[src/hw/rtl/ftmc_pkg.sv]
// Shared types and constants for the flow table message counter.
package ftmc_pkg;

  localparam int unsigned IDX_MAX_W = 8;

  typedef enum logic [2:0] {
    ST_COUNTED  = 3'd0,
    ST_FULL     = 3'd1,
    ST_CLOSED   = 3'd2,
    ST_NO_ENTRY = 3'd3,
    ST_FILTERED = 3'd4
  } status_t;

  localparam logic OP_MESSAGE = 1'b0;
  localparam logic OP_CLOSE   = 1'b1;

  localparam logic [31:0] COUNT_ONE = 32'd1;
  localparam logic [31:0] COUNT_TWO = 32'd2;

  typedef struct packed {
    logic        operation;
    logic [31:0] src_ip;
    logic [15:0] src_port;
    logic [15:0] dst_port;
  } req_word_t;

  typedef struct packed {
    logic [2:0]  status;
    logic [31:0] message_number;
    logic [3:0]  slot;
  } res_word_t;

  typedef struct packed {
    logic                 vld;
    logic                 operation;
    logic                 filtered;
    logic [31:0]          addr;
    logic [15:0]          port;
    logic                 found;
    logic [IDX_MAX_W-1:0] found_idx;
    logic [31:0]          found_count;
    logic                 free;
    logic [IDX_MAX_W-1:0] free_idx;
  } token_t;

  typedef enum logic [1:0] {
    CMD_NONE  = 2'd0,
    CMD_BUMP  = 2'd1,
    CMD_CLAIM = 2'd2,
    CMD_FREE  = 2'd3
  } cmd_kind_t;

  typedef struct packed {
    cmd_kind_t            kind;
    logic [IDX_MAX_W-1:0] idx;
    logic [31:0]          addr;
    logic [15:0]          port;
  } cmd_t;

endpackage

[src/hw/rtl/ftmc_cell.sv]
// One table entry that checks a passing lookup word and hands it to the next entry.
module ftmc_cell
  import ftmc_pkg::*;
#(
  parameter int unsigned INDEX = 0
) (
  input  logic   clk,
  input  logic   rst,
  input  token_t tok_in,
  input  cmd_t   cmd,
  output token_t tok_out
);

  logic        valid;
  logic [31:0] addr;
  logic [15:0] port;
  logic [31:0] count;

  logic                 hit;
  logic                 cmd_sel;
  logic [IDX_MAX_W-1:0] my_idx;
  token_t               tok_next;

  assign my_idx  = IDX_MAX_W'(INDEX);
  assign hit     = valid && (addr == tok_in.addr) && (port == tok_in.port);
  assign cmd_sel = (cmd.idx == my_idx);

  always_comb begin
    tok_next = tok_in;
    if (hit && !tok_in.found) begin
      tok_next.found       = 1'b1;
      tok_next.found_idx   = my_idx;
      tok_next.found_count = count;
    end
    if (!valid && !tok_in.free) begin
      tok_next.free     = 1'b1;
      tok_next.free_idx = my_idx;
    end
  end

  always_ff @(posedge clk) begin
    if (rst) begin
      tok_out.vld <= 1'b0;
    end else begin
      tok_out.vld <= tok_in.vld;
    end
    tok_out.operation   <= tok_next.operation;
    tok_out.filtered    <= tok_next.filtered;
    tok_out.addr        <= tok_next.addr;
    tok_out.port        <= tok_next.port;
    tok_out.found       <= tok_next.found;
    tok_out.found_idx   <= tok_next.found_idx;
    tok_out.found_count <= tok_next.found_count;
    tok_out.free        <= tok_next.free;
    tok_out.free_idx    <= tok_next.free_idx;
  end

  always_ff @(posedge clk) begin
    if (rst) begin
      valid <= 1'b0;
      count <= '0;
    end else if (cmd_sel) begin
      unique case (cmd.kind)
        CMD_NONE: begin
        end
        CMD_BUMP: begin
          count <= count + COUNT_ONE;
        end
        CMD_CLAIM: begin
          valid <= 1'b1;
          count <= COUNT_TWO;
        end
        CMD_FREE: begin
          valid <= 1'b0;
          count <= '0;
        end
        default: begin
        end
      endcase
    end
  end

  always_ff @(posedge clk) begin
    if (cmd_sel && cmd.kind == CMD_CLAIM) begin
      addr <= cmd.addr;
      port <= cmd.port;
    end
  end

endmodule

[src/hw/rtl/flow_table_message_counter.sv]
// Top level of the flow table message counter.
//
// A request word is taken at a clock edge where start is high and busy is low.
// Busy then stays high while the word walks the row of table entries, one
// entry per cycle, so a new request is taken only once the last is through.
// The lookup word carries the first matching entry and the lowest free entry.
// At the end of the row the table is updated and the result word is registered.
// The result appears on result with done high for exactly one cycle, in the
// same cycle that busy falls.
// A new request may be started in the cycle where done is high.
// The receiver cannot stall, so done is never held back.
// The server port register is written through cfg_wr_en and cfg_wr_data.
// The user must write it only while the block is idle; the block does not enforce this.
// Synchronous reset clears the server port, every entry and its count.
// Reset also clears any request in flight.
module flow_table_message_counter
  import ftmc_pkg::*;
#(
  parameter int unsigned TABLE_ENTRIES = 16
) (
  input  logic        clk,
  input  logic        rst,
  input  logic        start,
  output logic        busy,
  input  req_word_t   request,
  output logic        done,
  output res_word_t   result,
  input  logic        cfg_wr_en,
  input  logic [15:0] cfg_wr_data
);

  logic [15:0] server_port;
  token_t      chain [TABLE_ENTRIES+1];
  token_t      head;
  token_t      tail;
  cmd_t        cmd;
  res_word_t   result_next;
  logic        accept;

  assign accept   = start && !busy;
  assign chain[0] = head;
  assign tail     = chain[TABLE_ENTRIES];

  genvar gi;
  generate
    for (gi = 0; gi < TABLE_ENTRIES; gi++) begin : g_cell
      ftmc_cell #(
        .INDEX(gi)
      ) u_cell (
        .clk    (clk),
        .rst    (rst),
        .tok_in (chain[gi]),
        .cmd    (cmd),
        .tok_out(chain[gi+1])
      );
    end
  endgenerate

  always_comb begin
    cmd                        = '{kind: CMD_NONE, idx: '0, addr: tail.addr, port: tail.port};
    result_next                = '0;
    result_next.status         = ST_FILTERED;
    if (tail.vld && !tail.filtered) begin
      if (tail.operation == OP_CLOSE) begin
        if (tail.found) begin
          cmd.kind           = CMD_FREE;
          cmd.idx            = tail.found_idx;
          result_next.status = ST_CLOSED;
          result_next.slot   = tail.found_idx[3:0];
        end else begin
          result_next.status = ST_NO_ENTRY;
        end
      end else if (tail.found) begin
        cmd.kind                   = CMD_BUMP;
        cmd.idx                    = tail.found_idx;
        result_next.status         = ST_COUNTED;
        result_next.message_number = tail.found_count;
        result_next.slot           = tail.found_idx[3:0];
      end else if (tail.free) begin
        cmd.kind                   = CMD_CLAIM;
        cmd.idx                    = tail.free_idx;
        result_next.status         = ST_COUNTED;
        result_next.message_number = COUNT_ONE;
        result_next.slot           = tail.free_idx[3:0];
      end else begin
        result_next.status = ST_FULL;
      end
    end
  end

  always_ff @(posedge clk) begin
    if (rst) begin
      server_port <= '0;
    end else if (cfg_wr_en) begin
      server_port <= cfg_wr_data;
    end
  end

  always_ff @(posedge clk) begin
    if (rst) begin
      busy <= 1'b0;
      done <= 1'b0;
    end else begin
      done <= tail.vld;
      if (accept) begin
        busy <= 1'b1;
      end else if (tail.vld) begin
        busy <= 1'b0;
      end
    end
  end

  always_ff @(posedge clk) begin
    if (rst) begin
      head.vld <= 1'b0;
    end else begin
      head.vld <= accept;
    end
    if (accept) begin
      head.operation   <= request.operation;
      head.filtered    <= (request.src_port == server_port) ||
                          (request.dst_port != server_port);
      head.addr        <= request.src_ip;
      head.port        <= request.src_port;
      head.found       <= 1'b0;
      head.found_idx   <= '0;
      head.found_count <= '0;
      head.free        <= 1'b0;
      head.free_idx    <= '0;
    end
    if (tail.vld) begin
      result <= result_next;
    end
  end

endmodule
[config.mk]
export PLATFORM = sky130hd
export DESIGN_NAME = flow_table_message_counter
export DESIGN_NICKNAME = d
export VERILOG_FILES = /design/src/hw/rtl/ftmc_pkg.sv /design/src/hw/rtl/ftmc_cell.sv /design/src/hw/rtl/flow_table_message_counter.sv
export SDC_FILE = /design/constraint.sdc
export NUM_CORES = 2
export LEC_CHECK = 0
export BUFFER_PORTS_ARGS = -buffer_cell sky130_fd_sc_hd__buf_2
export CORE_AREA = 2 2 422 424
export CTS_BUF_LIST = sky130_fd_sc_hd__clkbuf_8 sky130_fd_sc_hd__clkbuf_16
export CTS_CLUSTER_DIAMETER = 60
export DETAILED_ROUTE_END_ITERATION = 6
export DIE_AREA = 0 0 424 426
export GPL_TIMING_DRIVEN = 0
export HOLD_SLACK_MARGIN = 0.05
export PLACE_DENSITY_LB_ADDON = 0.25
export SYNTH_ARGS = -nofsm -noshare
export SYNTH_HDL_FRONTEND = slang
export SYNTH_SLANG_ARGS = --single-unit
[constraint.sdc]
create_clock -name clk -period 6.8 [get_ports clk]
set_clock_uncertainty 0.05 [all_clocks]
set_input_delay 1.36 -clock clk [delete_from_list [all_inputs] [get_ports clk]]
set_output_delay 1.36 -clock clk [all_outputs]
set_load 0.01 [all_outputs]
After elaboration in Yosys (flattened, before gate mapping)
Index checks and enable logic that the tools add are counted.
{"block": "op_classes", "mux": 46, "add_sub_neg": 16, "n_bitwise": 1, "reduce_logical": 165, "n_eq_ne": 52}
{"op": "32-bit one-hot mux with 3 select lines", "count": 16}
{"op": "32-bit by 1-bit adder with 32-bit output (second input constant)", "count": 16}
{"op": "32-bit equality test", "count": 16}
{"op": "32-bit two-way mux", "count": 15}
{"op": "16-bit equality test", "count": 17}
{"op": "1-bit logical AND", "count": 80}
{"op": "8-bit by 4-bit equality test with 1-bit output (second input constant)", "count": 8}
{"op": "2-bit AND reduction", "count": 32}
{"op": "10-bit two-way mux", "count": 5}
{"op": "1-bit logical NOT", "count": 47}
{"op": "39-bit two-way mux", "count": 1}
{"op": "8-bit by 3-bit equality test with 1-bit output (second input constant)", "count": 4}
{"op": "8-bit by 2-bit equality test with 1-bit output (second input constant)", "count": 2}
{"op": "16-bit inequality test", "count": 1}
{"op": "8-bit by 1-bit equality test with 1-bit output (second input constant)", "count": 1}
{"op": "8-bit logical NOT", "count": 1}
{"op": "4-bit two-way mux", "count": 2}
{"op": "5-bit two-way mux", "count": 1}
{"op": "2-bit equality test (second input constant)", "count": 2}
{"op": "1-bit two-way mux", "count": 4}
{"op": "2-bit nonzero test", "count": 2}
{"op": "3-bit two-way mux", "count": 1}
{"op": "3-bit nonzero test", "count": 1}
{"op": "2-bit by 1-bit equality test with 1-bit output (second input constant)", "count": 1}
{"op": "4 further kinds", "count": 4}
{"block": "totals", "ff_bits": 2862, "input_bits": 85}

Longest topological paths before layout
{"block": "depth", "depth_word": 7, "depth_mapped": 11, "depth_no_buf": 7}

Hierarchy
From an unflattened synthesis, not the netlist that was laid out.
{"block": "hier_totals", "cells_unflattened": 7628, "hier_area_um2": 101924.0}
{"module": "ftmc_cell at g_cell[1].u_cell ...", "area_each_um2": 6132.1, "cells_each": 463, "n_inst": 4, "seq_area_each_um2": 4124.0}
{"module": "ftmc_cell at g_cell[10].u_cell ...", "area_each_um2": 6095.8, "cells_each": 465, "n_inst": 4, "seq_area_each_um2": 4124.0}
{"module": "ftmc_cell at g_cell[11].u_cell ...", "area_each_um2": 6179.7, "cells_each": 456, "n_inst": 2, "seq_area_each_um2": 4124.0}
{"module": "ftmc_cell at g_cell[13].u_cell ...", "area_each_um2": 6118.4, "cells_each": 459, "n_inst": 2, "seq_area_each_um2": 4124.0}
{"module": "ftmc_cell at g_cell[15].u_cell", "area_each_um2": 6174.7, "cells_each": 466, "n_inst": 1, "seq_area_each_um2": 4124.0}
{"module": "ftmc_cell at g_cell[9].u_cell", "area_each_um2": 6079.6, "cells_each": 461, "n_inst": 1, "seq_area_each_um2": 4124.0}
{"module": "ftmc_cell at g_cell[0].u_cell", "area_each_um2": 6063.3, "cells_each": 451, "n_inst": 1, "seq_area_each_um2": 4124.0}
{"module": "ftmc_cell at g_cell[3].u_cell", "area_each_um2": 6005.8, "cells_each": 456, "n_inst": 1, "seq_area_each_um2": 4124.0}
{"module": "flow_table_message_counter", "area_each_um2": 4092.7, "cells_each": 252, "n_inst": 1, "seq_area_each_um2": 3052.9}

Worst setup path before layout
No wires, ideal clock.
{"block": "synth_path", "path_type": "reg-to-reg", "startpoint": "register g_cell[15].u_cell.tok_out[100] (netlist bit)", "endpoint": "register g_cell[15].u_cell.addr[0] (enable)", "arrival_time_ns": 4.625, "period_less_slack_ns": 5.130, "n_path_buf": 3, "path_stages_with_launch": 8, "required_time_ns": 6.295, "slack_ns": 1.670, "cell_sequence": "dfxtp_1 buf_2 nand3b_1 o21ai_1 nand2_1 clkbuf_1 buf_1 nor2_1"}
{"block": "synth_between", "elab_chain_len": 4}
{"element": "start, declared", "line_no": "ftmc_cell.sv:11", "rtl": "output token_t tok_out"}
{"element": "1-bit logical AND (*)", "line_no": "flow_table_message_counter.sv:63", "rtl": "if (tail.vld && !tail.filtered) begin"}
{"element": "10-bit two-way mux (*)", "line_no": "flow_table_message_counter.sv:63"}
{"element": "8-bit by 4-bit equality test with 1-bit output or 2-bit equality test (tied branches)", "line_no": "ftmc_cell.sv:26, ftmc_cell.sv:84"}
{"element": "1-bit logical AND (*)", "line_no": "ftmc_cell.sv:84", "rtl": "if (cmd_sel && cmd.kind == CMD_CLAIM) begin"}
{"element": "end signal, assigned", "line_no": "ftmc_cell.sv:85", "rtl": "addr <= cmd.addr;"}
{"element": "end, declared", "line_no": "ftmc_cell.sv:15", "rtl": "logic [31:0] addr;"}
Every way passes the cells marked *; elsewhere a longest branch is shown, timed or not.
A chain may end at the register's enable or synchronous reset.

Worst setup path in the final report
{"block": "layout_path", "startpoint": "register g_cell[15].u_cell.tok_out[100] (netlist bit)", "endpoint": "register g_cell[15].u_cell.port[8] (enable)"}
{"block": "layout_between", "elab_chain_len": 4}
{"element": "1-bit logical AND (*)", "line_no": "flow_table_message_counter.sv:63"}
{"element": "10-bit two-way mux (*)", "line_no": "flow_table_message_counter.sv:63"}
{"element": "8-bit by 4-bit equality test with 1-bit output or 2-bit equality test (tied branches)", "line_no": "ftmc_cell.sv:26, ftmc_cell.sv:84"}
{"element": "1-bit logical AND (*)", "line_no": "ftmc_cell.sv:84"}
{"element": "end signal, assigned", "line_no": "ftmc_cell.sv:86", "rtl": "port <= cmd.port;"}
{"element": "end, declared", "line_no": "ftmc_cell.sv:16", "rtl": "logic [15:0] port;"}
Marked as above.

==> out/results.ini <==
[synth]
synth.area.top_cells=dfxtp_1 42%, edfxtp_1 27%, xnor2_1 5.7%
synth_nets=7424
netlist_area_um2=96500
ys_seq_elements=2862
ys.warnings.count=0
synth_edf_count=857
synth_cell_types=82
synth_cells=7323
synthArstFlopShare_pct=0
ys_seq_area_share_pct=68.3
synth_flop_cell=dfxtp_1
syn_avg_cell_area_um2=13.2
yosysTopAreaCell=dfxtp_1
synth_top_area_share_pct=41.6

[die]
die_h_um=426
fp-row-count=154
dieArea_um2=181000
core_area_um2=176000
start_util_pct=54.9
ioPinCount=126
fp.dieW_um=424

[route]
wl_um=233000
ant_nets=0
drtPass1Iterations=7
vias=56300
wl_per_cell_um=22.5
via_per_inst=5.45
drt_iter0_markers=4878
drc_errors=2

[setup_path]
end_kind=flip-flop
crit_family=simple AND/OR/NAND/NOR gates
critPathKind=reg2reg
critPathBufInv=4
startpoint_type=flip-flop
slowest_stage=o21ai_1
required_ns=7.33
arrival_ns=5.25
worstPathCellList=buf_2, nand3b_1, o21ai_1, nand2_1, clkbuf_1, buf_1, nor2_4, buf_12
critPathMaxFanout=30
cpPeakStageDelay_ns=1.09

[grt]
grtUsageTotal_pct=25.4
grt_pass1_vias=55900
antenna_found_initial=8
grt_overflow_total=0
grt_pass1_wl_um=346000
grt_start_max_net_pins=48

[placed_design]
place_ws_ns=2.37
numPortBuffers=123
dpl_cell_area_um2=100000
dp_hpwl_um=171000
place_congestion=0.940

[timing]
setup_ws_ns=2.08
final.setup.tns_ns=0
max_slew_margin_pct=-2.65
slew_viol_final=17
tightest_slew_ns=1.54
max_freq_mhz=212
finalCritPeriodShare_pct=69.5
setup_violations=0
hold_viol_final=0
layout_min_cycle_time_ns=4.72
rsz0062_at_grt=no

[cts]
cts_setup_buffers=0
cts_hold_buf=0
cts_num_sinks=2862
clk_pin_slew_ns=0.06
cts_buffer_depth=4
cts_buffers=294
htreeDepth=5
cts_tree=built
clk_latency_ns=0.92
cts_root_buf=clkbuf_16
cts-resized-gates=0

[pwr]
netSwitchingFraction_pct=20.5
intPower_w=0.0274
ir_worst_vdd_uv=272
pwr_density_cell_nw_per_um2=314
seq_power_share_pct=53.0
p_leak_nw=40.5
p_sw_w=0.00707
comb_power_share_pct=1.4
clkPwrFrac_pct=45.6

[status]
status=finished, violations left
violations=DRC, capacitance limit, slew limit

[hold_path]
hold_class=reg2reg

[final_layout]
nets=7863
drive_above_1_share_pct=14.2
postLayoutCellArea_um2=110000
area_delta_synth_final_pct=14.0

[job]
cap_violations=2

==> registers in the layout, indices dropped and copies added (netlist names) <==
| name | count |
|---|---|
| server_port | 16 |
| g_cell.u_cell.port | 256 |
| chain | 51 |
| result | 39 |
| g_cell.u_cell.addr | 512 |
| g_cell.u_cell.valid | 16 |
| g_cell.u_cell.count | 512 |
| busy | 1 |
| done | 1 |
| g_cell.u_cell.tok_out | 1458 |
==> power by group through the flow <==
stage	registers [W]	clock network [W]	logic [W]
floorplan	0.0184	0	0.000301
global placement	0.0187	0	0.000466
finish	0.0183	0.0157	0.000474
detailed placement	0.0187	0	0.000474
global route	0.0183	0.0166	0.000508
CTS	0.0183	0.0159	0.000478
==> per-stage QoR <==
stage	util (%)	instances	hold slack, ns	power, W
floorplan	-	7323	0.260	0.0187
global placement	56.9	9786	0.262	0.0191
detailed placement	57.1	9806	0.262	0.0191
CTS	62.6	10300	0.263	0.0347
global route	62.6	10300	0.272	0.0355
finish	62.6	10300	0.262	0.0345
==> worst reg2reg max path: stages, from the launching register on <==
cell and delay, ns:
dfxtp_2 0.48, buf_2 0.29, nand3b_1 0.46, o21ai_1 1.09
nand2_1 0.30, clkbuf_1 0.35, buf_1 0.38, nor2_4 0.68
buf_12 0.31
==> cell families after synthesis <==
logic type,after synthesis,share of synthesized area (%)
buffers and inverters,372,1.46
AOI/OAI and AO/OA,351,2.43
and+or+nand+nor,2083,11.5
adders and majority gates,16,0.208
muxes,496,5.77
DFF,2862,68.3
xor gates and xnor gates,1143,10.4
==> Yosys cell counts (10+ instances only) <==
cell,instances
clkbuf_1,176
a221oi_1,12
ha_1,16
a21oi_1,97
nand4b_1,11
nor2_1,559
xnor2_1,623
nand2_1,206
buf_1,15
nor3_1,133
or4_1,28
nor2b_1,49
nand2b_1,71
o2bb2ai_1,17
o21bai_1,10
xor2_1,520
a211oi_1,15
or3_1,59
and4_1,63
o22ai_1,25
nand4_1,282
edfxtp_1,857
or2_2,30
mux2_2,479
and3_1,67
dfxtp_1,2005
and2_1,105
mux2i_1,16
nor4_1,194
o21ai_0,74
inv_1,174
o31ai_1,15
nand3_1,187
==> final cells by class <==
cell class | instances | area, µm²
sequential | 2862 | 65900
fill | 13300 | 65800
multi-input combinational | 4089 | 29200
clock buffer | 343 | 8120
tap | 2340 | 2930
clock inverter | 172 | 1410
timing repair buffer | 143 | 988
buffer | 197 | 747
inverter | 175 | 657
antenna | 4 | 10.0
==> final timing paths <==
kind                            depth (start not counted)                            end                      startpoint  slack (ns)
worst min-delay path                                    0  g_cell[14].u_cell.tok_out[99]   g_cell[13].u_cell.tok_out[99]        0.26
worst max-delay path                                    8      g_cell[15].u_cell.port[8]  g_cell[15].u_cell.tok_out[100]        2.08
worst max register to register                          8      g_cell[15].u_cell.port[8]  g_cell[15].u_cell.tok_out[100]        2.08
worst min register to register                          0  g_cell[14].u_cell.tok_out[99]   g_cell[13].u_cell.tok_out[99]        0.26
==> per-layer routing <==
| metal | up-vias | share of wire [%] | GRT usage (%) |
|---|---|---|---|
| met4 | 0 | 4.6 | 11.5 |
| met5 | - | 0 | 0 |
| li1 | 26500 | - | - |
| met1 | 27400 | 41 | 32.0 |
| met2 | 1870 | 49 | 43.2 |
| met3 | 502 | 5.6 | 3.97 |
==> placed cells by master, fill, tap and decap left out, drive strengths merged, types with 17 or more instances in the layout <==
master,instances
dfxtp,2005
edfxtp,857
xnor2,623
nor2,559
xor2,520
clkbuf,519
mux2,480
nand4,282
inv,246
nand2,206
nor4,196
nand3,189
buf,164
nor3,135
and2,105
a21oi,97
o21ai,76
nand2b,71
clkinv,70
and3,67
and4,63
or3,59
nor2b,49
or2,31
or4,28
o22ai,25
bufinv,23
a211oi,18
o2bb2ai,17
(Power assumes the default switching activity.)
